<file path="config.mk">
export PLATFORM = sky130hd
export DESIGN_NAME = kfce_front
export DESIGN_NICKNAME = d
export VERILOG_FILES = /design/src/rtl/kfce_pkg.sv /design/src/rtl/kfce_front.sv
export SDC_FILE = /design/constraint.sdc
export NUM_CORES = 1
export LEC_CHECK = 0
export BUFFER_PORTS_ARGS = -buffer_cell sky130_fd_sc_hd__buf_4
export CORE_MARGIN = 8
export CORE_UTILIZATION = 58
export CTS_BUF_LIST = sky130_fd_sc_hd__clkbuf_8
export CTS_CLUSTER_DIAMETER = 60
export CTS_CLUSTER_SIZE = 14
export DETAILED_ROUTE_END_ITERATION = 8
export GPL_ROUTABILITY_DRIVEN = 0
export PLACE_DENSITY = 0.91
export RECOVER_POWER = 50
export SLEW_MARGIN = 20
export SYNTH_ARGS = -nofsm -noshare
export SYNTH_HDL_FRONTEND = slang
export SYNTH_SLANG_ARGS = --single-unit
</file>
<file path="constraint.sdc">
create_clock -name i_clk -period 5.5 [get_ports i_clk]
set_clock_uncertainty 0.15 [all_clocks]
set_input_delay 0.275 -clock i_clk [delete_from_list [all_inputs] [get_ports i_clk]]
set_output_delay 0.275 -clock i_clk [all_outputs]
set_load 0.01 [all_outputs]
</file>
<file path="src/rtl/kfce_pkg.sv">
// Shared types and constants for the keyframe curve evaluator.
// No dependencies; imported by every module of the block.
package kfce_pkg;

    localparam int MAX_POINTS = 64;
    localparam int PT_AW      = 6;
    localparam int USED_W     = 7;
    localparam int KIND_W     = 3;
    localparam int VAL_W      = 32;

    localparam int Q_DEPTH    = 2;
    localparam int Q_AW       = 1;
    localparam int Q_CW       = 2;

    localparam int MUL_AW     = 34;
    localparam int MUL_BW     = 20;
    localparam int PROD_W     = 54;
    localparam int ACC_W      = 56;
    localparam int WIDE_W     = 40;

    localparam logic [KIND_W-1:0] KIND_LIN   = 3'd0;
    localparam logic [KIND_W-1:0] KIND_HERM  = 3'd1;
    localparam logic [KIND_W-1:0] KIND_STEP  = 3'd2;
    localparam logic [KIND_W-1:0] KIND_KLIN  = 3'd3;
    localparam logic [KIND_W-1:0] KIND_KHERM = 3'd4;
    localparam logic [KIND_W-1:0] KIND_KSTEP = 3'd5;

    localparam logic FUNC_WRITE = 1'b0;
    localparam logic FUNC_EVAL  = 1'b1;

    localparam logic REG_KIND = 1'b0;
    localparam logic REG_USED = 1'b1;

    localparam logic [USED_W-1:0] USED_RESET = 7'd2;

    typedef struct packed {
        logic                    func;
        logic [PT_AW-1:0]        index;
        logic signed [VAL_W-1:0] word;
        logic signed [VAL_W-1:0] pos;
    } t_item;

    typedef struct packed {
        logic [KIND_W-1:0] kind;
        logic [USED_W-1:0] used;
    } t_cfg;

endpackage

</file>
<file path="src/rtl/kfce_front.sv">
// Front end: accepts stream words and queues them for the evaluation engine.
// Depends on kfce_pkg.
module kfce_front (
    input  logic           i_clk,
    input  logic           i_rst_n,
    input  logic           i_valid,
    input  kfce_pkg::t_item i_item,
    output logic           o_ready,
    output logic           o_q_valid,
    output kfce_pkg::t_item o_q_item,
    input  logic           i_q_pop
);
    import kfce_pkg::*;

    t_item            r_q [Q_DEPTH];
    logic [Q_AW-1:0]  r_wp, r_rp;
    logic [Q_CW-1:0]  r_cnt;
    logic             push, pop;

    assign o_ready   = (r_cnt != Q_CW'(Q_DEPTH));
    assign o_q_valid = (r_cnt != '0);
    assign o_q_item  = r_q[r_rp];
    assign push      = i_valid && o_ready;
    assign pop       = i_q_pop && o_q_valid;

    always_ff @(posedge i_clk) begin
        if (push) begin
            r_q[r_wp] <= i_item;
        end
    end

    always_ff @(posedge i_clk) begin
        if (!i_rst_n) begin
            r_wp  <= '0;
            r_rp  <= '0;
            r_cnt <= '0;
        end else begin
            if (push) begin
                r_wp <= r_wp + 1'b1;
            end
            if (pop) begin
                r_rp <= r_rp + 1'b1;
            end
            case ({push, pop})
                2'b10:   r_cnt <= r_cnt + 1'b1;
                2'b01:   r_cnt <= r_cnt - 1'b1;
                default: r_cnt <= r_cnt;
            endcase
        end
    end

endmodule

</file>
==> qor.yml, run 1 <==
synth_fp_nets: 321
worst_hold_slack_ns: 0.09359
syn_area_per_cell_um2: 21.79
power_density_nw_per_um2: 434.1
cts_tree: "done"
worstPathArrival_ns: 3.60
wl_per_cell_um: 21.52
dieWidth_um: 111.9
worstSetupPathType: "register to register"
cts_setup_buffers: 0
start_util: 0.5890
hold_viol: 0
p_sw_frac: 0.2913
pwr-share-seq: 0.471
ys_seq_area_frac: 0.8174
ys.flop_type: "edfxtp_1"
ioPinCount: 148
drtIter0Drc: 273
synthArstFlopShare: 0
antenna_found_initial: 1
synth_most_common_cell: "edfxtp_1"
ctsLongestPathBuffers: 2
fill_cells: 429
fmax_ghz: 0.2638
finalSetupViolCount: 0
finalNetCount: 552
yosys-top-cells-area: "edfxtp_1 (80%), mux2_2 (15%), dfxtp_1 (1.9%)"
std_cell_rows: 35
die_y_um: 111.9
overflow: 0
min_period_ns: 3.791
yosys_warnings: 0
design.die.area_um2: 12530
port_buffers: 147
rsz0062_at_grt: "no"
drc: 0
critPathCaptureType: "register"
area_growth_pct: 41.50
dp_slack_ns: 3.171
drt.antenna.violating_nets: 0
cts_made_buffers: 17
dpl.hpwl_um: 6714
drive_above_1_share: 0.4540
setup_tns_ns: 0
synthTopCellsByCount: "edfxtp_1 (142), mux2_2 (71), buf_2 (8), dfxtp_1 (5), xnor2_1 (3)"
synth_area_leader_cell: "edfxtp_1"
grt_pass1_vias: 3563
p_sw_uw: 955.4
cts-resized-gates: 0
grt_pass1_wl_um: 19550
drtPass1Iterations: 4
clk_latency_ns: 0.43
finalMaxSlewViolations: 72
core_um2: 9065
vias: 3215
cp.required_ns: 5.31
violations: "max-capacitance violations, max-slew violations"
synth_edf_count: 142
combPwrFrac: 0.273
cts_sinks: 147
fin_ws_ns: 1.709
synth.cell_area_um2: 5339
status: "complete, but fails checks"
p_int_uw: 2324
drv_cap: 1
startpoint_type: "register"
yosysUniqueCellTypes: 20
crit_fanout: 71
netlist.area_leader.share: 0.7987
path_clk_slew_ns: 0.08
p_clk_frac: 0.256
grt_usage: 0.2084
irDropWorstVdd_mv: 0.3072
htreeDepth: 4
total_power_uw: 3279
wl_um: 12940
worst_pin_slew_ns: 3.299
hp-class: "primary input to register"
vias_per_cell: 5.349
synth-seq-cells: 147
timing.slew.headroom: -1.200
p_leak_uw: 0.002762
period_share: 0.6893
grt_max_degree: 72
cts-root-buf: "clkbuf_8"
syn_inst: 245
-- stage by stage --
| stage | cells | instance area [um^2] | util |
|---|---|---|---|
| 2_1_floorplan | 245 | 5339 | - |
| 3_3_place_gp | 496 | 6558 | 0.7234 |
| 3_5_place_dp | 496 | 6558 | 0.7234 |
| 4_1_cts | 600 | 7670 | 0.8461 |
| 5_1_grt | 601 | 7555 | 0.8334 |
| 6_report | 601 | 7555 | 0.8334 |
-- layout by cell type (no fill, tap or decap) --
cell type      Yosys  final
o21a_1             1      1
inv_1              1      2
dlygate4sd3_1      0     72
clkinv_1           0      1
ha_1               1      1
nor2b_1            2      2
inv_6              0      4
clkbuf_8           0     17
a21bo_2            1      1
xnor2_1            3      3
clkbuf_4           0     43
dfxtp_1            5      4
clkinvlp_4         0      5
edfxtp_1         142    142
or2_2              1      1
mux2_2            71     71
nand3b_1           1      1
buf_4              0     75
dfxtp_4            0      1
bufinv_16          0      2
o21ai_0            1      1
a21boi_0           1      2
or3_1              1      1
clkbuf_1           0     30
and2_0             0      1
diode_2            0      1
nand2_1            1      1
and3_1             1      1
nand2b_1           1      1
clkinv_4           0      2
-- cells by family (layout without fill, tap and decap cells) --
logic type               Yosys count  after routing  synth area share
flip-flops                       147            147            0.8174
other                              0              1                 0
buffers and inverters              9            253          0.008202
adder cells (fa/ha/maj)            1              1          0.002343
AND/OR/NAND/NOR                    9              9           0.01031
XOR/XNOR                           3              3          0.004922
multiplexers                      71             71            0.1498
AO/OA/AOI/OAI                      5              5          0.007031
-- power groups by stage --
stage / clock [uW] / combinational, uW / sequential (uW)
3_5_place_dp: 0 / 850 / 1560
4_1_cts: 827 / 899 / 1540
6_report: 839 / 894 / 1550
3_3_place_gp: 0 / 833 / 1550
2_1_floorplan: 0 / 513 / 1470
5_1_grt: 892 / 944 / 1560
-- registers in the layout, summed over array words and instances, names as in the netlist, named ones only --
name	flops
r_wp	1
r_rp	1
r_q	142
r_cnt	2
-- critical path, cell delays in order (launching register included) --
cell	delay, ns
dfxtp_1	0.44
nand2b_1	0.24
and3_1	2.45
-- area by class of cell --
type / count / area, um^2 / area share
diodes: 1 / 2.502 / 0.0003312
clock buffers: 17 / 234.0 / 0.03097
clock inverters: 15 / 157.7 / 0.02087
inverters: 1 / 3.754 / 0.0004969
multi-input cells: 89 / 930.9 / 0.1232
flip-flops and latches: 147 / 4368 / 0.5782
well taps: 111 / 138.9 / 0.01838
repair buffers: 220 / 1719 / 0.2276
-- path summary, 6_finish.rpt --
check | to | cells after the start | slack (ns) | start
setup / recovery | r_q[1][39] | 2 | 1.71 | r_cnt[0]
hold / removal | r_wp | 3 | 0.09 | i_valid
hold reg to reg | r_rp | 2 | 0.41 | r_rp
setup reg to reg | r_q[1][39] | 2 | 1.71 | r_cnt[0]
-- what timing repair did --
item	CTS	global route
hold buffers	72	0
setup endpoints to repair	0	0
endpoints found under the hold margin	147	0
-- metal layers --
layer  wire [um]  track usage  up-vias
met2        6989       0.3675      167
met3        1078      0.07197       30
met1        4512       0.2195     1583
li1            -            -     1435
met4         354      0.09802        0
met5           0            0        -
No activity file was read; power rests on OpenSTA's default activity.
==> run 2, diff against run 1 <==
- CORE_UTILIZATION: 58 -> 54
- PLACE_DENSITY: 0.91 -> 0.86
- clock period: 5.5 -> 3.71 ns (I/O delays scaled with it)
==> run 2 against run 1 <==
Compared with the run above: the run still ends with max-capacitance violations, max-slew violations left; clock-buffer cell count unchanged; combinational power increased by 49%; core utilization fell by 4.8 points; global-route usage shrank 1.9 points; critical endpoint is now r_q[1][68].
==> qor.yml, run 2 (synthesis results as in run 1) <==
drt.antenna.violating_nets: 0  # unchanged
drc: 0  # unchanged
drv_cap: 1  # unchanged
area_growth_pct: 42.44
status: "complete, but fails checks"
rr_worst_depth: 2  # unchanged
clk_latency_ns: 0.43  # about the same
htreeDepth: 4  # unchanged
critPathCaptureType: "register"
dieWidth_um: 115.4  # +3.1%
rsz0062_at_grt: "no"
vias_per_cell: 4.912  # -8.2%
cts_tree: "done"
hold_depth: 4  # +1
std_cell_rows: 36  # +2.9%
reg2reg_from: "r_cnt[0]"
grt_max_degree: 72  # unchanged
top_register: "r_q"
dpl.hpwl_um: 6787  # +1.1%
wl_per_cell_um: 19.58  # -9.0%
final_area_um2: 7605  # +0.66%
slowest_delay_ns: 1.33  # -1.12 ns
place_area_um2: 6598  # +0.61%
ioPinCount: 148  # unchanged
cp_top_family: "simple AND/OR/NAND/NOR gates"
r2r_setup_slack_ns: 1.11  # -0.60 ns
violations: "max-capacitance violations, max-slew violations"
finalNetCount: 553  # +0.18%
finalSetupViolCount: 0  # unchanged
timing.rr.end: "r_q[1][68]"
layout_commonest_cell: "edfxtp_1"
core_um2: 9684  # +6.8%
finalMaxSlewViolations: 72  # unchanged
drtPass1Iterations: 4  # unchanged
power_density_nw_per_um2: 628.2  # +45%
cts-root-buf: "clkbuf_8"
cts_made_buffers: 17  # unchanged
min_period_ns: 2.604  # -1.187 ns
grt_pass1_vias: 3448  # -3.2%
cp.buffers_inverters: 0  # unchanged
hp-class: "primary input to register"
antenna_found_initial: 0  # -1
drtIter0Drc: 150  # -45%
drive_above_1_share: 0.4642  # +0.01022
hold_viol: 0  # unchanged
worstSetupPathType: "register to register"
fin_ws_ns: 1.106  # -0.6029 ns
irDropWorstVdd_mv: 0.4414  # +44%
start_util: 0.5513  # -0.03767
setup_tns_ns: 0  # unchanged
vias: 3060  # -4.8%
path_clk_slew_ns: 0.08  # about the same
fill_cells: 522  # +22%
worst_pin_slew_ns: 1.691  # -1.609 ns
startpoint_type: "register"
dp_slack_ns: 1.542  # -1.629 ns
min_from: "i_q_pop"
cp.required_ns: 3.59  # -1.72 ns
overflow: 0  # unchanged
reg.largest.list: "r_q: 142 flops, r_cnt: 2 flops"
design.die.area_um2: 13320  # +6.3%
largest_reg_flops: 142  # unchanged
grt_usage: 0.1890  # -0.01937
die_y_um: 115.4  # +3.1%
cts_setup_buffers: 0  # unchanged
timing.slew.headroom: -0.1272  # +1.072
crit_fanout: 71  # unchanged
path_cells: "nand2b_1 > and3_2"
wl_um: 12200  # -5.7%
total_power_uw: 4777  # +46%
worstPathArrival_ns: 2.48  # -1.12 ns
grt_pass1_wl_um: 18420  # -5.8%
cts_sinks: 147  # unchanged
mostFrequentLayoutCells: "edfxtp_1 (142), buf_4 (74), dlygate4sd3_1 (73)"
port_buffers: 147  # unchanged
ctsLongestPathBuffers: 2  # unchanged
fmax_ghz: 0.3840  # +46%
cp_slowest_cell: "and3_2"
period_share: 0.7020  # +0.01261
p_leak_uw: 0.002788  # +0.93%
==> run 2: power breakdown <==
part / internal, uW / total (uW) / switching, uW
Clock: 590 / 1170 / 577
Sequential: 2100 / 2280 / 182
Combinational: 746 / 1330 / 580
Total: 3440 / 4780 / 1340
==> run 2: per-layer routing <==
layer | share of wire | track usage | up-vias
met5 | 0 | 0 | -
met4 | 0.014 | 0.07443 | 0
met3 | 0.072 | 0.06618 | 13
met2 | 0.53 | 0.3295 | 125
met1 | 0.38 | 0.2071 | 1490
li1 | - | - | 1432
==> run 2: repair_timing <==
action | 4_1_cts | 5_1_grt
hold buffers | 73 | 0
endpoints found under the hold margin | 147 | 0
gates resized for setup | 0 | 0
==> run 2: area by class of cell <==
type	count	area (um^2)	share of cell area
clock inverters	14	141.4	0.01859
multi-input cells	89	932.1	0.1226
diodes	1	2.502	0.0003291
well taps	133	166.4	0.02188
inverters	1	3.754	0.0004936
clock buffers	17	234.0	0.03077
repair buffers	221	1757	0.2310
flip-flops and latches	147	4368	0.5744
==> run 2: per-stage QoR <==
step | instances | utilization | hold slack, ns
5_1_grt | 622 | 0.7850 | 0.1251
2_1_floorplan | 245 | - | 0.1344
4_1_cts | 622 | 0.7955 | 0.06892
3_3_place_gp | 518 | 0.6813 | 0.2204
6_report | 623 | 0.7853 | 0.1158
3_5_place_dp | 518 | 0.6813 | 0.2230
==> run 2: worst max path at each step <==
stage	start	cells after the start	to
global route	r_cnt[0]	4	r_q[0][19]
detailed placement	r_cnt[0]	4	r_q[0][8]
CTS	register	2	o_q_item[60]
global placement	r_cnt[0]	4	r_q[0][11]
finish	r_cnt[0]	2	r_q[1][68]
floorplan	r_cnt[0]	2	r_q[1][0]
==> run 2: worst min-delay path, stage by stage <==
cell and delay (ns):
buf_4 0.09, o21a_1 0.17, xnor2_1 0.11, nor2b_1 0.10
==> run 3, diff against run 2 <==
- CORE_UTILIZATION: 54 -> 49
- PLACE_DENSITY: 0.86 -> 0.83
- clock period: 3.71 -> 2.1 ns (I/O delays scaled with it)
==> run 3 against run 2 <==
Compared with the run above: the run now ends clean; worst setup slack worse by 0.94 ns; non-clock buffer count is 8 higher; wire length is 1.3% lower; die area is 8.8% higher; combinational power is 97% higher; sequential share of layout area is 0.87 points lower; global-route usage is 2.2 points lower; core utilization is 6.7 points lower; register-to-register slack worse by 0.89 ns; final area is 1.5% higher; critical path depth is 1 higher; critical path type is now register to output pin.
==> qor.yml, run 3 (synthesis results as in run 1) <==
cp.buffers_inverters: 2  # +2
drt.antenna.violating_nets: 0  # unchanged
drtIter0Drc: 258  # +72%
grt_max_degree: 44  # -39%
finalNetCount: 561  # +1.4%
cts_tree: "done"
mostFrequentLayoutCells: "edfxtp_1 (142), buf_4 (78), dlygate4sd3_1 (75)"
grt_usage: 0.1672  # -0.02185
std_cell_rows: 38  # +5.6%
dieWidth_um: 120.4  # +4.3%
fmax_ghz: 0.5163
setup_tns_ns: 0  # unchanged
grt_pass1_wl_um: 18450  # +0.18%
crit_fanout: 27  # -62%
timing.slew.headroom: 0.5915  # +0.7187
finalSetupViolCount: 0  # unchanged
p_int_uw: 6170  # +80%
design.die.area_um2: 14490  # +8.8%
irDropWorstVdd_mv: 0.7645  # +73%
grt_pass1_vias: 3474  # +0.75%
path_clk_slew_ns: 0.08  # about the same
antenna_found_initial: 0  # unchanged
overflow: 0  # unchanged
worstPathArrival_ns: 1.68  # -0.80 ns
drtPass1Iterations: 5  # +1
insertedDiodeCount: 0  # -1
hp-class: "primary input to register"
htreeDepth: 4  # unchanged
layout_commonest_cell: "edfxtp_1"
core_um2: 10750  # +11%
status: "completed"
rsz0062_at_grt: "no"
cts-resized-gates: 0  # unchanged
area_growth_pct: 44.62
wl_per_cell_um: 18.87  # -3.6%
slowest_delay_ns: 0.49  # -0.84 ns
drive_above_1_share: 0.4739  # +0.009683
min_period_ns: 1.937
finalCoreUtilization: 0.7186  # -0.06671
die_y_um: 120.4  # +4.3%
start_util: 0.4969  # -0.05444
worst_pin_slew_ns: 0.6127  # -1.078 ns
ioPinCount: 148  # unchanged
cts_made_buffers: 17  # unchanged
vias_per_cell: 4.895  # -0.34%
r2r_setup_slack_ns: 0.22  # -0.89 ns
critPathCaptureType: "output pin"
cts_sinks: 147  # unchanged
p_sw_uw: 2388  # +78%
wl_um: 12040  # -1.3%
port_buffers: 147  # unchanged
largest_reg_flops: 142  # unchanged
drc: 0  # unchanged
cp_top_family: "flip-flops"
worstSetupPathType: "register to output pin"
dpl.hpwl_um: 7074  # +4.2%
cts-root-buf: "clkbuf_8"
clk_latency_ns: 0.43  # about the same
ctsLongestPathBuffers: 2  # unchanged
reg.largest.list: "r_q: 142 flops, r_cnt: 2 flops"
top_register: "r_q"
p_leak_uw: 0.002828  # +1.4%
power_density_nw_per_um2: 1108  # +76%
cp_slowest_cell: "dfxtp_4"
p_clk_frac: 0.242  # -0.002
p_sw_frac: 0.2790  # -0.001402
startpoint_type: "register"
pwr-share-seq: 0.452  # -0.026
vias: 3123  # +2.1%
hold_viol: 0  # unchanged
period_share: 0.9223
combPwrFrac: 0.306  # +0.028
finalMaxSlewViolations: 0  # -100%
drv_cap: 0  # -1
path_cells: "buf_12 > mux2_2 > buf_4"
cp.required_ns: 1.85  # -1.74 ns
[run 3: changes by cell type in the layout (fill, tap and decap cells not counted), moves of 2 or more]
cell	delta
clkbuf_1	-3
inv_1	-2
buf_4	+4
clkbuf_4	+2
dlygate4sd3_1	+2
clkinvlp_4	+3
buf_12	+2
clkinv_2	-2
clkinv_4	-3
clkinv_1	+4
[run 3: power by group through the flow]
stage / registers (uW) / clock network (uW) / logic (uW)
after floorplan: 3850 / 0 / 1360
after global placement: 3920 / 0 / 2460
after detailed placement: 3960 / 0 / 2500
after CTS: 3890 / 2110 / 2640
after global routing: 3910 / 2250 / 2800
final: 3870 / 2070 / 2620
[run 3: final cells by class]
| type | instances | area (um^2) |
|---|---|---|
| Clock buffer | 17 | 234.0 |
| Clock inverter | 15 | 140.1 |
| Fill cell | 667 | 3024 |
| Inverter | 1 | 7.507 |
| Multi-Input combinational cell | 89 | 934.6 |
| Sequential cell | 147 | 4368 |
| Tap cell | 140 | 175.2 |
| Timing Repair Buffer | 229 | 1862 |
[run 3: timing repair]
item | 4_1_cts | 5_1_grt
endpoints found under the setup margin | 0 | 37
hold endpoints to repair | 147 | 0
buffers inserted | 0 | 1
hold buffers | 75 | 0
[run 3: per-stage QoR]
| stage | hold slack, ns | power, uW | area, um^2 | setup slack, ns | cells |
|---|---|---|---|---|---|
| 6_report | 0.2728 | 8558 | 7721 | 0.1631 | 638 |
| 3_5_place_dp | 0.1428 | 6458 | 6690 | 0.4210 | 530 |
| 3_3_place_gp | 0.1399 | 6383 | 6690 | 0.5000 | 530 |
| 4_1_cts | 0.2110 | 8635 | 7815 | 0.02188 | 637 |
| 5_1_grt | 0.2288 | 8947 | 7721 | 0.07657 | 638 |
| 2_1_floorplan | 0.05387 | 5210 | 5353 | -0.1133 | 245 |
[run 3: path summary, 6_finish.rpt]
kind | from | to | depth (start not counted)
min reg2reg | r_cnt[1] | r_cnt[1] | 2
max reg2reg | r_cnt[0] | r_q[1][63] | 3
max | register | o_q_item[30] | 3
min | i_item[67] | r_q[0][67] | 2
[run 3: per-layer routing]
metal | track usage | share of wire | vias up
met2 | 0.3043 | 0.54 | 106
met4 | 0.06401 | 0.018 | 0
met1 | 0.1697 | 0.38 | 1549
li1 | - | - | 1448
met3 | 0.06340 | 0.065 | 20
met5 | 0 | 0 | -
